### src/sv/cpe_pkg.sv
`timescale 1ns / 1ps
// ----------------------------------------------------------------------------
// Contact point estimator package
// Shared constants, sequencer command type and fixed-point helper functions.
// ----------------------------------------------------------------------------
package cpe_pkg;

    localparam int CFG_INDEX_W = 3;
    localparam int CFG_DATA_W  = 32;
    localparam int GAIN_W      = 31;

    // configuration register indexes
    localparam logic [CFG_INDEX_W-1:0] REG_FORGET  = 3'd0;
    localparam logic [CFG_INDEX_W-1:0] REG_ADAPT   = 3'd1;
    localparam logic [CFG_INDEX_W-1:0] REG_LEAK    = 3'd2;
    localparam logic [CFG_INDEX_W-1:0] REG_STEP    = 3'd3;
    localparam logic [CFG_INDEX_W-1:0] REG_START_X = 3'd4;
    localparam logic [CFG_INDEX_W-1:0] REG_START_Y = 3'd5;
    localparam logic [CFG_INDEX_W-1:0] REG_START_Z = 3'd6;

    localparam logic [30:0] FORGET_RST = 31'd65536;
    localparam logic [30:0] ADAPT_RST  = 31'd65536;
    localparam logic [30:0] LEAK_RST   = 31'd0;
    localparam logic [31:0] STEP_RST   = 32'd4294967;

    localparam logic [1:0] COMP_LAST  = 2'd2;
    localparam logic [2:0] ENTRY_LAST = 3'd5;
    localparam logic [3:0] DIV_LAST   = 4'd8;   // nine radix-16 digits

    typedef enum logic [4:0] {
        OP_SQ,
        OP_OFF,
        OP_BETAL,
        OP_DTL,
        OP_CR1,
        OP_CR2,
        OP_BETAQ,
        OP_DTQ,
        OP_U0,
        OP_U1,
        OP_U2,
        OP_GAMMA,
        OP_DIV,
        OP_KAPPA,
        OP_DTRATE,
        OP_DTKR,
        OP_RELOAD,
        OP_OUT
    } cpe_op_t;

    typedef struct packed {
        cpe_op_t    op;
        logic [2:0] idx;
        logic       last;
        logic       mul_en;
        logic       post_en;
        logic       load;
    } cpe_cmd_t;

    function automatic logic [1:0] inc3(input logic [1:0] c);
        return (c == COMP_LAST) ? 2'd0 : c + 2'd1;
    endfunction

    // upper-triangle storage: xx, xy, xz, yy, yz, zz
    function automatic logic [1:0] l_row(input logic [2:0] k);
        logic [1:0] r;
        unique case (k)
            3'd0, 3'd1, 3'd2: r = 2'd0;
            3'd3, 3'd4:       r = 2'd1;
            default:          r = 2'd2;
        endcase
        return r;
    endfunction

    function automatic logic [1:0] l_col(input logic [2:0] k);
        logic [1:0] c;
        unique case (k)
            3'd0:       c = 2'd0;
            3'd1, 3'd3: c = 2'd1;
            default:    c = 2'd2;
        endcase
        return c;
    endfunction

    function automatic logic l_is_diag(input logic [2:0] k);
        return (k == 3'd0) || (k == 3'd3) || (k == 3'd5);
    endfunction

    function automatic logic [2:0] l_index(input logic [1:0] i, input logic [1:0] j);
        logic [2:0] k;
        unique case ({i, j})
            4'b0000:          k = 3'd0;
            4'b0001, 4'b0100: k = 3'd1;
            4'b0010, 4'b1000: k = 3'd2;
            4'b0101:          k = 3'd3;
            4'b0110, 4'b1001: k = 3'd4;
            default:          k = 3'd5;
        endcase
        return k;
    endfunction

    function automatic logic signed [63:0] sx64(input logic signed [31:0] v);
        return {{32{v[31]}}, v};
    endfunction

    function automatic logic ovf32(input logic signed [63:0] v);
        return (v > 64'sd2147483647) || (v < -64'sd2147483648);
    endfunction

    function automatic logic signed [31:0] sat32(input logic signed [63:0] v);
        logic signed [31:0] r;
        if (v > 64'sd2147483647)
            r = 32'sh7fffffff;
        else if (v < -64'sd2147483648)
            r = 32'sh80000000;
        else
            r = v[31:0];
        return r;
    endfunction

    // quotient digit of a partial remainder below 320 divided by 20
    function automatic logic [3:0] div20_digit(input logic [8:0] v);
        logic [3:0] d;
        d = 4'd0;
        for (int k = 1; k < 16; k++)
        begin
            if (v >= 9'(20 * k))
                d = 4'(k);
        end
        return d;
    endfunction

endpackage

### src/sv/cpe_ctrl.sv
`timescale 1ns / 1ps
// ----------------------------------------------------------------------------
// Contact point estimator controller
// Sequences the micro-operations of one update over the shared multiplier.
// ----------------------------------------------------------------------------
module cpe_ctrl
    import cpe_pkg::*;
(
    input  logic     clk,
    input  logic     rst_n,
    input  logic     in_valid,
    input  logic     in_restart,
    output logic     in_ready,
    input  logic     out_ready,
    output logic     out_valid,
    output cpe_cmd_t cmd
);

    typedef enum logic {
        ST_IDLE,
        ST_RUN
    } state_t;

    state_t     state_reg, state_next;
    cpe_op_t    op_reg, op_next, op_adv;
    logic [2:0] idx_reg, idx_next, idx_adv;
    logic [3:0] cnt_reg, cnt_next, cnt_adv;
    logic       half_reg, half_next;
    logic       out_valid_reg, out_valid_next;
    logic       needs_mul;

    // successor of the current micro-operation
    always_comb
    begin
        op_adv  = op_reg;
        idx_adv = idx_reg;
        cnt_adv = cnt_reg;
        unique case (op_reg)
            OP_SQ:
            begin
                if (idx_reg[1:0] == COMP_LAST)
                begin
                    idx_adv = 3'd0;
                    op_adv  = l_is_diag(3'd0) ? OP_BETAL : OP_OFF;
                end
                else
                    idx_adv = idx_reg + 3'd1;
            end
            OP_OFF:   op_adv = OP_BETAL;
            OP_BETAL: op_adv = OP_DTL;
            OP_DTL:
            begin
                if (idx_reg == ENTRY_LAST)
                begin
                    idx_adv = 3'd0;
                    op_adv  = OP_CR1;
                end
                else
                begin
                    idx_adv = idx_reg + 3'd1;
                    op_adv  = l_is_diag(idx_reg + 3'd1) ? OP_BETAL : OP_OFF;
                end
            end
            OP_CR1:   op_adv = OP_CR2;
            OP_CR2:   op_adv = OP_BETAQ;
            OP_BETAQ: op_adv = OP_DTQ;
            OP_DTQ:
            begin
                if (idx_reg[1:0] == COMP_LAST)
                begin
                    idx_adv = 3'd0;
                    op_adv  = OP_U0;
                end
                else
                begin
                    idx_adv = idx_reg + 3'd1;
                    op_adv  = OP_CR1;
                end
            end
            OP_U0:    op_adv = OP_U1;
            OP_U1:    op_adv = OP_U2;
            OP_U2:    op_adv = OP_GAMMA;
            OP_GAMMA:
            begin
                op_adv  = OP_DIV;
                cnt_adv = 4'd0;
            end
            OP_DIV:
            begin
                if (cnt_reg == DIV_LAST)
                begin
                    cnt_adv = 4'd0;
                    if (idx_reg[1:0] == COMP_LAST)
                    begin
                        idx_adv = 3'd0;
                        op_adv  = OP_KAPPA;
                    end
                    else
                    begin
                        idx_adv = idx_reg + 3'd1;
                        op_adv  = OP_U0;
                    end
                end
                else
                    cnt_adv = cnt_reg + 4'd1;
            end
            OP_KAPPA:  op_adv = OP_DTRATE;
            OP_DTRATE: op_adv = OP_DTKR;
            OP_DTKR:
            begin
                if (idx_reg[1:0] == COMP_LAST)
                    op_adv = OP_OUT;
                else
                begin
                    idx_adv = idx_reg + 3'd1;
                    op_adv  = OP_KAPPA;
                end
            end
            OP_RELOAD: op_adv = OP_OUT;
            OP_OUT:    op_adv = OP_OUT;
            default:   op_adv = OP_OUT;
        endcase
    end

    assign needs_mul = !((op_reg == OP_DIV) || (op_reg == OP_RELOAD) || (op_reg == OP_OUT));

    always_comb
    begin
        state_next     = state_reg;
        op_next        = op_reg;
        idx_next       = idx_reg;
        cnt_next       = cnt_reg;
        half_next      = half_reg;
        out_valid_next = out_valid_reg && !out_ready;
        cmd            = '0;
        cmd.op         = op_reg;
        cmd.idx        = idx_reg;
        cmd.last       = (cnt_reg == DIV_LAST);
        in_ready       = 1'b0;
        unique case (state_reg)
            ST_IDLE:
            begin
                in_ready = 1'b1;
                if (in_valid)
                begin
                    cmd.load   = 1'b1;
                    state_next = ST_RUN;
                    op_next    = in_restart ? OP_RELOAD : OP_SQ;
                    idx_next   = 3'd0;
                    cnt_next   = 4'd0;
                    half_next  = 1'b0;
                end
            end
            ST_RUN:
            begin
                if (needs_mul && !half_reg)
                begin
                    cmd.mul_en = 1'b1;
                    half_next  = 1'b1;
                end
                else if (!((op_reg == OP_OUT) && out_valid_reg && !out_ready))
                begin
                    cmd.post_en = 1'b1;
                    half_next   = 1'b0;
                    op_next     = op_adv;
                    idx_next    = idx_adv;
                    cnt_next    = cnt_adv;
                    if (op_reg == OP_OUT)
                    begin
                        state_next     = ST_IDLE;
                        out_valid_next = 1'b1;
                    end
                end
            end
            default: state_next = ST_IDLE;
        endcase
    end

    always_ff @(posedge clk or negedge rst_n)
    begin
        if (!rst_n)
        begin
            state_reg     <= ST_IDLE;
            op_reg        <= OP_OUT;
            idx_reg       <= 3'd0;
            cnt_reg       <= 4'd0;
            half_reg      <= 1'b0;
            out_valid_reg <= 1'b0;
        end
        else
        begin
            state_reg     <= state_next;
            op_reg        <= op_next;
            idx_reg       <= idx_next;
            cnt_reg       <= cnt_next;
            half_reg      <= half_next;
            out_valid_reg <= out_valid_next;
        end
    end

    assign out_valid = out_valid_reg;

endmodule

### config.mk
export PLATFORM = sky130hd
export DESIGN_NAME = cpe_ctrl
export DESIGN_NICKNAME = d
export VERILOG_FILES = /design/src/sv/cpe_pkg.sv /design/src/sv/cpe_ctrl.sv
export SDC_FILE = /design/constraint.sdc
export NUM_CORES = 1
export LEC_CHECK = 0
export BUFFER_PORTS_ARGS = -buffer_cell sky130_fd_sc_hd__clkbuf_2
export CORE_UTILIZATION = 57
export CTS_BUF_LIST = sky130_fd_sc_hd__clkbuf_8
export DETAILED_ROUTE_END_ITERATION = 12
export HOLD_SLACK_MARGIN = 0.06
export PLACE_DENSITY_LB_ADDON = 0.1
export SLEW_MARGIN = 20
export SYNTH_ARGS = -nofsm -noshare
export SYNTH_HDL_FRONTEND = slang
export SYNTH_SLANG_ARGS = --single-unit
### constraint.sdc
create_clock -name clk -period 3.05 [get_ports clk]
set_input_delay 0.7625 -clock clk [delete_from_list [all_inputs] [get_ports clk]]
set_output_delay 0.7625 -clock clk [all_outputs]
set_load 0.01 [all_outputs]
==> flow_metrics.py <==
metrics = {
    "floorplanning": {
        "ios": 19,
        "rows": 16,
        "start_util": 0.623,
        "chipWidth_um": 49.0,
        "dieArea_um2": 2400,
        "die_height_um": 49.0,
        "core_um2": 2020,
    },
    "sta": {
        "skew_ns": 0.00198,
        "worst_slew_pin_slew_ns": 0.470,
        "setup_viol": 0,
        "max_freq_ghz": 0.381,
        "period_minus_slack_ns": 2.62,
        "rsz0062_at_grt": "false",
        "hold_viol": 0,
        "timing.hold.ws_ns": 0.430,
        "tns_ns": 0,
        "maxSlewViolCount": 0,
        "max-slew-margin-rel": 0.684,
        "timing.final.crit_share": 0.860,
    },
    "cts": {
        "cts_buffers": 3,
        "clockBufferDepth": 2,
        "cts_tree": "yes",
        "hold_buffers": 0,
        "clkTransAtPathRegs_ns": 0.06,
        "clock_latency_ns": 0.24,
        "post-cts-setup-buffers": 0,
        "cts_repair_resize_count": 0,
        "htreeDepth": 1,
        "clock-sinks": 15,
        "cts_root_buffer": "clkbuf_8",
    },
    "worst_setup_path": {
        "path_delay_family": "simple AND/OR/NAND/NOR gates",
        "crit_path_top_delay_cell": "dfrtp_1",
        "worstSetupEndpointType": "output port",
        "r2r_start": "op_reg[4]",
        "max_stage_delay_ns": 0.52,
        "cp_cell_sequence": "nor2_1 -> nand2_1 -> nor3_1 -> a211oi_1 -> clkbuf_2",
        "critPathKind": "register to output port",
        "cp.required_ns": 2.29,
        "start_kind": "register",
        "worstReg2RegEnd": "op_reg[1]",
        "worst-path-buf-inv": 1,
        "reg2regPathDepth": 5,
        "rrSetupSlack_ns": 1.04,
        "arrival_ns": 1.86,
        "worstPathMaxFanout": 13,
    },
    "finish": {
        "instances_no_fill": 186,
        "final_util": 0.681,
        "drive_above_1_share": 0.226,
        "largest_reg_flops": 5,
        "syn_to_final_growth_pct": 9.44,
        "finalNetCount": 174,
        "diodes": 0,
        "n_fill_cell": 169,
    },
    "pwr": {
        "switching_share": 0.463,
        "switchingPower_w": 0.000603,
        "irDropWorstVdd_uv": 603,
        "seq_power_share": 0.318,
        "power_frac_clock": 0.122,
        "internal_power_w": 0.000698,
        "p_leak_nw": 0.648,
        "comb_power_share": 0.560,
        "p_per_area_nw_per_um2": 945,
    },
    "placement": {
        "dp_cells": 182,
        "dp_hpwl_um": 2080,
        "routabilityCongestion": 0.907,
        "portBuffers": 18,
    },
    "global_routing": {
        "antenna_found_initial": 0,
        "track_usage": 0.257,
        "overflow": 0,
        "grt_pass1_vias": 1008,
        "grt_max_degree": 17,
        "grt_first_pass_wirelength_um": 4860,
    },
    "routing": {
        "routed_wl_um": 2790,
        "post-route-drc-count": 0,
        "ant_nets": 0,
        "drtPass1Iterations": 4,
        "dr_total_vias": 1118,
        "drt_iter0_drc": 49,
        "viasPerCell": 6.01,
        "post_drt_wl_per_cell_um": 15.0,
    },
    "synth": {
        "synth_edf_count": 0,
        "ys_seq_elements": 15,
        "syn_inst": 145,
        "avgSynthCellArea_um2": 8.68,
        "ys_types": 50,
        "synth_area_leaders": "dfrtp_1, ha_1, nand2_1",
        "yosysWarnings": 0,
        "netlist_area_um2": 1260,
        "seq_area_frac_synth": 0.300,
        "syn-num-nets": 159,
        "synth_top_area_frac": 0.258,
        "async_reset_ff_frac": 1.00,
        "synth_ff_type": "dfrtp_1",
        "synth_top_area_cell": "dfrtp_1",
    },
    "min_path": {
        "min_path_type": "input pin to async pin",
    },
    "outcome": {
        "outcome": "complete, no violations",
    },
    "job": {
        "cap_violations": 0,
    },
}
-- worst max-delay path by stage --
| stage | slack, ns | startpoint | depth (start not counted) | to |
|---|---|---|---|---|
| 2_1_floorplan | 0.76 | op_reg[4] | 5 | cmd[2] |
| 4_1_cts | 0.44 | op_reg[4] | 4 | cmd[2] |
| 5_1_grt | 0.28 | op_reg[3] | 5 | cmd[1] |
| 3_5_place_dp | 0.70 | op_reg[4] | 4 | cmd[2] |
| 6_report | 0.43 | op_reg[3] | 5 | cmd[1] |
| 3_3_place_gp | 0.73 | op_reg[4] | 4 | cmd[2] |
-- placed cells by master, fill, tap and decap left out, types with 4 or more instances in the layout --
cell	instances
clkbuf_2	18
nand2_1	17
dfrtp_1	13
inv_1	11
ha_1	9
nor2_1	8
o21ai_0	7
a21oi_1	7
nor3_1	6
nor2b_1	4
-- synthesized netlist by cell type (3+ instances only) --
cell       n
o21ai_0    7
nand3_1    3
buf_2      4
nor3_1     6
nor2b_1    4
dfrtp_1   13
and2_1     3
nand4_1    3
a31oi_1    3
nand2_1   17
nor2_1     8
a211oi_1   3
inv_1     10
a21oi_1    7
mux2i_1    3
ha_1       9
-- through the flow --
step	power (W)	setup WS, ns	cell area [um^2]
after floorplan	0.000973	0.757	1260
after global placement	0.00112	0.731	1330
after detailed placement	0.00113	0.705	1330
after CTS	0.00130	0.438	1380
after global routing	0.00142	0.280	1380
final	0.00130	0.428	1380
-- power groups by stage --
stage | registers, W | logic [W] | clock network [W]
global route | 0.000434 | 0.000809 | 0.000172
detailed placement | 0.000414 | 0.000721 | 0
CTS | 0.000411 | 0.000728 | 0.000160
floorplan | 0.000366 | 0.000607 | 0
global placement | 0.000409 | 0.000711 | 0
finish | 0.000414 | 0.000728 | 0.000159
-- cells by family after synthesis --
| family | count (synthesis) | synth area share |
|---|---|---|
| xor gates and xnor gates | 2 | 0.0139 |
| and+or+nand+nor | 59 | 0.251 |
| adders and majority gates | 9 | 0.0895 |
| AOI/OAI and AO/OA | 37 | 0.232 |
| buffers and inverters | 18 | 0.0696 |
| DFF | 15 | 0.300 |
| muxes | 5 | 0.0447 |
-- cell type report --
cell class	count	area, um^2	area share
clock buffer	3	41.3	0.0300
clock inverter	1	3.75	0.00272
inverter	10	37.5	0.0272
multi-input combinational	112	793	0.576
sequential	15	378	0.274
tap	27	33.8	0.0245
timing repair buffer	18	90.1	0.0654
-- routing by layer --
metal,up-vias,track usage,part of all wire
li1,549,-,-
met1,524,0.384,0.49
met2,43,0.403,0.45
met3,2,0.0312,0.061
met4,0,0.0441,0.0025
met5,-,0,0
(Power assumes the default switching activity.)
